[src/hdl/tkaf_pkg.sv]
`timescale 1ns / 1ps
package tkaf_pkg;
    localparam int MAX_CONNECTIONS_DEF = 64;
    localparam int CFG_W = 64;
    localparam int CFG_IDX_W = 3;

    localparam logic [CFG_IDX_W-1:0] REG_ENABLE = 3'd0;
    localparam logic [CFG_IDX_W-1:0] REG_PORT   = 3'd1;
    localparam logic [CFG_IDX_W-1:0] REG_DIG0   = 3'd2;
    localparam logic [CFG_IDX_W-1:0] REG_DIG1   = 3'd3;
    localparam logic [CFG_IDX_W-1:0] REG_DIG2   = 3'd4;
    localparam logic [CFG_IDX_W-1:0] REG_DIG3   = 3'd5;

    localparam logic [2:0] RSN_UNPROT   = 3'd0;
    localparam logic [2:0] RSN_KNOWN    = 3'd1;
    localparam logic [2:0] RSN_KNOCK_OK = 3'd2;
    localparam logic [2:0] RSN_KNOCK_BAD= 3'd3;
    localparam logic [2:0] RSN_UNAUTH   = 3'd4;
    localparam logic [2:0] RSN_OUT_REM  = 3'd5;
    localparam logic [2:0] RSN_OUT_UNK  = 3'd6;
    localparam logic [2:0] RSN_OUT_PASS = 3'd7;

    // table entry: family, port, address
    localparam int ENT_W = 1 + 16 + 64 + 64;

    typedef struct packed {
        logic req_type;
        logic is_ipv6;
        logic flag_syn;
        logic flag_ack;
        logic flag_rst;
        logic flag_fin;
        logic [15:0] peer_port;
        logic [15:0] local_port;
        logic [63:0] peer_addr_high;
        logic [63:0] peer_addr_low;
        logic [31:0] seq_number;
    } t_in_word;

    typedef struct packed {
        logic       accept;
        logic [2:0] reason;
    } t_out_word;

    // controller to datapath
    typedef struct packed {
        logic load;       // latch input word, reset scan
        logic scan_step;  // compare one slot
        logic hash_start; // load message and init state
        logic hash_step;  // one sha round
        logic wr_entry;   // write the free slot
        logic clr_match;  // invalidate matched slot
    } t_cmd;

    // datapath to controller
    typedef struct packed {
        logic scan_done;
        logic found;
        logic hash_done;
        logic knock_ok;
        logic have_free;
    } t_sts;

    localparam logic [31:0] SHA_INIT [8] = '{
        32'h6a09e667, 32'hbb67ae85, 32'h3c6ef372, 32'ha54ff53a,
        32'h510e527f, 32'h9b05688c, 32'h1f83d9ab, 32'h5be0cd19};

    localparam logic [31:0] SHA_K [64] = '{
        32'h428a2f98,32'h71374491,32'hb5c0fbcf,32'he9b5dba5,32'h3956c25b,32'h59f111f1,
        32'h923f82a4,32'hab1c5ed5,32'hd807aa98,32'h12835b01,32'h243185be,32'h550c7dc3,
        32'h72be5d74,32'h80deb1fe,32'h9bdc06a7,32'hc19bf174,32'he49b69c1,32'hefbe4786,
        32'h0fc19dc6,32'h240ca1cc,32'h2de92c6f,32'h4a7484aa,32'h5cb0a9dc,32'h76f988da,
        32'h983e5152,32'ha831c66d,32'hb00327c8,32'hbf597fc7,32'hc6e00bf3,32'hd5a79147,
        32'h06ca6351,32'h14292967,32'h27b70a85,32'h2e1b2138,32'h4d2c6dfc,32'h53380d13,
        32'h650a7354,32'h766a0abb,32'h81c2c92e,32'h92722c85,32'ha2bfe8a1,32'ha81a664b,
        32'hc24b8b70,32'hc76c51a3,32'hd192e819,32'hd6990624,32'hf40e3585,32'h106aa070,
        32'h19a4c116,32'h1e376c08,32'h2748774c,32'h34b0bcb5,32'h391c0cb3,32'h4ed8aa4a,
        32'h5b9cca4f,32'h682e6ff3,32'h748f82ee,32'h78a5636f,32'h84c87814,32'h8cc70208,
        32'h90befffa,32'ha4506ceb,32'hbef9a3f7,32'hc67178f2};

    function automatic logic [31:0] rotr(input logic [31:0] x, input int n);
        rotr = (x >> n) | (x << (32 - n));
    endfunction
endpackage

[src/hdl/tkaf_ctrl.sv]
`timescale 1ns / 1ps
module tkaf_ctrl import tkaf_pkg::*; (
    input  logic       i_clk,
    input  logic       i_rst_n,
    input  logic       i_in_valid,
    output logic       o_in_ready,
    output logic       o_out_valid,
    input  logic       i_out_ready,
    output t_out_word  o_out_data,
    input  logic       i_enable,
    input  logic [15:0] i_hidden_port,
    input  t_in_word   i_word,
    input  t_sts       i_sts,
    output t_cmd       o_cmd
);
    typedef enum logic [4:0] {
        S_IDLE = 5'b00001,
        S_SCAN = 5'b00010,
        S_HASH = 5'b00100,
        S_DONE = 5'b01000,
        S_OUT  = 5'b10000
    } t_state;

    t_state r_state, n_state;
    t_out_word r_res, n_res;
    logic w_prot, w_rf;

    assign w_prot = i_enable && (i_word.local_port == i_hidden_port);
    assign w_rf = i_word.flag_rst || i_word.flag_fin;

    always_ff @(posedge i_clk) begin
        if (!i_rst_n) begin
            r_state <= S_IDLE;
        end else begin
            r_state <= n_state;
        end
        r_res <= n_res;
    end

    // sequencer
    always_comb begin
        n_state = r_state;
        n_res = r_res;
        o_cmd = '0;
        o_in_ready = 1'b0;
        unique case (r_state)
            S_IDLE: begin
                o_in_ready = 1'b1;
                if (i_in_valid) begin
                    o_cmd.load = 1'b1;
                    n_state = S_SCAN;
                end
            end
            S_SCAN: begin
                if (!w_prot) begin
                    n_res = t_out_word'{1'b1, RSN_UNPROT};
                    n_state = S_OUT;
                end else if (i_word.req_type && !w_rf) begin
                    n_res = t_out_word'{1'b1, RSN_OUT_PASS};
                    n_state = S_OUT;
                end else if (!i_sts.scan_done) begin
                    o_cmd.scan_step = 1'b1;
                end else if (i_word.req_type) begin
                    o_cmd.clr_match = i_sts.found;
                    n_res = i_sts.found ? t_out_word'{1'b1, RSN_OUT_REM}
                                        : t_out_word'{1'b0, RSN_OUT_UNK};
                    n_state = S_OUT;
                end else if (i_sts.found) begin
                    o_cmd.clr_match = w_rf;
                    n_res = t_out_word'{1'b1, RSN_KNOWN};
                    n_state = S_OUT;
                end else if (i_word.flag_syn && !i_word.flag_ack) begin
                    o_cmd.hash_start = 1'b1;
                    n_state = S_HASH;
                end else begin
                    n_res = t_out_word'{1'b0, RSN_UNAUTH};
                    n_state = S_OUT;
                end
            end
            S_HASH: begin
                o_cmd.hash_step = 1'b1;
                if (i_sts.hash_done) begin
                    n_state = S_DONE;
                end
            end
            S_DONE: begin
                o_cmd.wr_entry = i_sts.knock_ok && i_sts.have_free;
                n_res = i_sts.knock_ok ? t_out_word'{1'b1, RSN_KNOCK_OK}
                                       : t_out_word'{1'b0, RSN_KNOCK_BAD};
                n_state = S_OUT;
            end
            S_OUT: begin
                if (i_out_ready) begin
                    n_state = S_IDLE;
                end
            end
            default: n_state = S_IDLE;
        endcase
    end

    assign o_out_valid = (r_state == S_OUT);
    assign o_out_data = r_res;
endmodule

[config.mk]
export PLATFORM = sky130hd
export DESIGN_NAME = tkaf_ctrl
export DESIGN_NICKNAME = d
export VERILOG_FILES = /design/src/hdl/tkaf_pkg.sv /design/src/hdl/tkaf_ctrl.sv
export SDC_FILE = /design/constraint.sdc
export NUM_CORES = 1
export LEC_CHECK = 0
export BUFFER_PORTS_ARGS = -buffer_cell sky130_fd_sc_hd__buf_4
export CAP_MARGIN = 0
export CELL_PAD_IN_SITES_DETAIL_PLACEMENT = 2
export CELL_PAD_IN_SITES_GLOBAL_PLACEMENT = 2
export CORE_MARGIN = 8
export CORE_UTILIZATION = 10
export CTS_CLUSTER_DIAMETER = 150
export CTS_CLUSTER_SIZE = 20
export DETAILED_ROUTE_END_ITERATION = 10
export PLACE_DENSITY = 0.95
export SYNTH_ARGS = -nofsm -noshare
export SYNTH_HDL_FRONTEND = slang
export SYNTH_SLANG_ARGS = --single-unit
[constraint.sdc]
create_clock -name i_clk -period 1.9 [get_ports i_clk]
set_clock_uncertainty 0.15 [all_clocks]
set_input_delay 0.285 -clock i_clk [delete_from_list [all_inputs] [get_ports i_clk]]
set_output_delay 0.285 -clock i_clk [all_outputs]
set_load 0.02 [all_outputs]
## Yosys cells after proc, flatten, opt, wreduce, memory -nomap -nowiden

Index checks and enable logic that the tools add are counted.

- Bits in registers: 9
- Input port bits: 224
- Output and inout port bits: 12
- Logic and storage cells: 62

- Equality and inequality tests: 11
- Multiplexer cells: 38
- Reductions and logical operators: 10

Operators with widths:

| kind | number |
|---|---|
| $mux W5 | 9 |
| $mux W4 | 8 |
| $pmux W5 S5 | 1 |
| $eq A16 B16 Y1 | 1 |
| $mux W1 | 16 |
| $pmux W4 S2 | 1 |
| $mux W2 | 3 |
| $ne A6 B6 Y1 const B | 1 |
| $eq A5 B1 Y1 const B | 1 |
| $eq A5 B2 Y1 const B | 1 |
| $eq A5 B3 Y1 const B | 1 |
| $eq A5 B4 Y1 const B | 1 |
| $eq A5 B5 Y1 const B | 1 |
| $logic_and A1 B1 Y1 | 4 |
| $ne A2 B2 Y1 const B | 2 |
| $ne A4 B4 Y1 const B | 1 |
| $reduce_and A4 Y1 | 1 |
| $reduce_and A3 Y1 | 1 |
| $logic_not A1 Y1 | 2 |
| $ne A2 B1 Y1 const B | 1 |
| $reduce_bool A2 Y1 | 1 |
| $logic_or A1 B1 Y1 | 1 |

## Depth between registers and ports, before layout

- Word-level depth: 9
- Gate-level depth with buffers: 6
- Mapped depth without buffers: 5

## Worst setup path after synthesis

Ideal clock, no wire load.

- Path kind: flip-flop to output port
- From: reg r_state[1]
- To: out o_cmd[0] in the netlist's numbering
- Arrival time: 1.844 ns
- Data required time: 1.465 ns
- Setup slack: -0.379 ns
- Stages on the path, launching flop included: 6
- Buffers on the path: 1
- Path through: dfxtp_1 clkbuf_1 nand2b_1 nor4_1 nand4_1 nor4_1

RTL lines:

| item | line | source |
|---|---|---|
| from (decl) | tkaf_ctrl.sv:24 | `t_state r_state, n_state;` |
| from (signal assigned) | tkaf_ctrl.sv:35 | `r_state <= n_state;` |
| to (decl) | tkaf_ctrl.sv:14 | `output t_cmd o_cmd` |

==> results.ini <==
[flow_run]
maxCapViolCount=0

[synthesis]
yosysSeqAreaShare=0.275
ys_ff_latch=9
async_reset_ff_frac=0
syn-cell-area_um2=802
syn_avg_cell_area_um2=7.79
synth_warnings=0
synth-main-ff-cell=dfxtp_1
syn-num-nets=327
ys_types=34
synth_edf_count=4
synthCells=103

[grt]
antenna_found_initial=0
track_usage=0.0752
overflow=0
grt_pass1_wl_um=6720
grt_pass1_vias=1349
grt_max_degree=9

[drt]
drc=0
ant_nets=0
first_pass_iters=4
vias=1138
dr.first_iter.drc_count=14
vias_per_cell=3.97
postRouteWirelength_um=4330
avgRoutedWirePerCell_um=15.1

[placed_design]
dp_hpwl_um=3540
dp.cells=278
routabilityCongestion=0.721
port-buffer-count=58

[cells_and_area]
fill_cells=925
area_growth_syn_to_layout_pct=117
nets=410
layout-drive-gt1-share=0.595
antenna_cells=0
stdcell_count=287

[hold_path]
hold_path.class=primary input to flip-flop

[timing]
maxSlewViolCount=0
finalSetupTns_ns=-0.450
maxSlewHeadroom=0.704
fin_crit_sh=1.08
clock.fmax_ghz=0.485
hold_ws_ns=0.116
finalWorstSetupSlack_ns=-0.161
min_period_ns=2.06
tightestPinTransition_ns=0.439
setup_viol=4
rsz0062_at_grt=yes
final_hold_viol_count=0

[power_and_ir_drop]
p_leak_nw=0.777
max-vdd-ir-drop_mv=0.173
powerDensity_nw_per_um2=570

[clock_network]
insertion_delay_ns=0.24
h-tree-depth=1
cts_tree=built
cts_made_buffers=3
clkSlewWorstSetupHoldPaths_ns=0.05
root_buffer=clkbuf_8
cts_hold_buf=0
clock_path_buffers=2
cts_sinks=9

[run_status]
violations=setup timing
status=finished with violations

[floorplan]
die-area_um2=11100
die_height_um=106
core_um2=7770
ios=236
dieWidth_um=106
start_util=0.103
rows=32

[worst_setup_path]
rrSetupSlack_ns=0.02
cp-start-kind=flip-flop
crit_arrival_ns=1.63
timing.critical_path.fanout_max=7
crit_required_ns=1.46
path_class=flip-flop to output pin
endpoint_kind=output pin

registers in the layout, indices dropped and copies added (netlist names):
register and cells:
o_out_data 4, r_state 5
power breakdown:
group | internal, mW | switching (mW)
clock network | 0.148 | 0.0968
registers | 0.230 | 0.0303
logic | 0.245 | 0.241
cell usage after synthesis (all sizes together), types with 3 or more instances:
cell	count	share of area
xor2	12	0.13
nor2	11	0.051
inv	8	0.037
nor4	7	0.070
nand2	6	0.028
dfxtp	5	0.12
o21ai	5	0.031
edfxtp	4	0.15
nand2b	4	0.031
nand3	4	0.025
a31oi	3	0.023
and3	3	0.023
clkbuf	3	0.014
nor3	3	0.019
critical path, stage by stage, from the launching register on:
cell and delay (ns):
dfxtp_4 0.38, nor3_4 0.20, nand3b_1 0.23, nor4_4 0.32
buf_4 0.15, buf_6 0.11
cell usage in the layout, fill, tap and decap left out, types with 2 or more instances in the layout:
| cell | instances |
|---|---|
| inv_1 | 7 |
| dfxtp_2 | 3 |
| o21ai_0 | 5 |
| nand2_1 | 5 |
| xor2_1 | 11 |
| nor3b_1 | 2 |
| edfxtp_1 | 4 |
| clkbuf_8 | 3 |
| buf_6 | 6 |
| o21a_1 | 2 |
| nor2_4 | 3 |
| nor4_2 | 3 |
| nand4_1 | 2 |
| a21oi_1 | 2 |
| and3_1 | 2 |
| a31oi_1 | 2 |
| a21o_1 | 2 |
| nand2b_1 | 4 |
| nor4_4 | 3 |
| nand3_2 | 3 |
| buf_4 | 75 |
| nor2_1 | 7 |
| xnor2_1 | 2 |
final timing paths:
| kind | start | endpoint | depth (start not counted) |
|---|---|---|---|
| setup reg to reg | r_state[0] | r_state[1] | 5 |
| hold reg to reg | r_state[0] | r_state[1] | 2 |
| setup / recovery | r_state[0] | o_cmd[3] | 5 |
| hold / removal | i_rst_n | r_state[0] | 2 |
final cells by class:
type                       count  area [um2]  share of cell area
clock buffer                   4        45.0              0.0259
tap                          102         128              0.0734
timing repair buffer          81         631               0.363
multi-input combinational     83         678               0.390
inverter                       8        30.0              0.0173
sequential                     9         228               0.131
what timing repair did:
action                                  in CTS  in global routing
endpoints found under the setup margin       9                  8
gates resized for setup                     23                 14
buffers inserted                             1                  5
hold endpoints to repair                     0                  0
pin swaps                                    4                  4
logic make-up (layout without fill, tap and decap cells):
| group | count (synthesis) | count (layout) | synth area share |
|---|---|---|---|
| AOI/OAI and AO/OA | 22 | 22 | 0.193 |
| xor gates and xnor gates | 14 | 14 | 0.153 |
| buffers and inverters | 11 | 93 | 0.0515 |
| DFF | 9 | 9 | 0.275 |
| and+or+nand+nor | 47 | 47 | 0.328 |
through the flow:
| stage | setup slack [ns] | util | area [um2] | total power [mW] |
|---|---|---|---|---|
| after floorplan | -0.148 | - | 817 | 0.439 |
| after global placement | -0.180 | 0.194 | 1500 | 0.616 |
| after detailed placement | -0.241 | 0.194 | 1500 | 0.639 |
| after CTS | -0.195 | 0.214 | 1660 | 0.931 |
| after global routing | -0.246 | 0.224 | 1740 | 1.05 |
| final | -0.161 | 0.224 | 1740 | 0.991 |
layer usage:
metal	wire [um]	track usage	up-vias
met5	0	0	-
met4	110	0.0392	0
met3	221	0.0219	9
met2	2470	0.144	36
met1	1530	0.0702	553
li1	-	-	540
(Power assumes the default switching activity.)
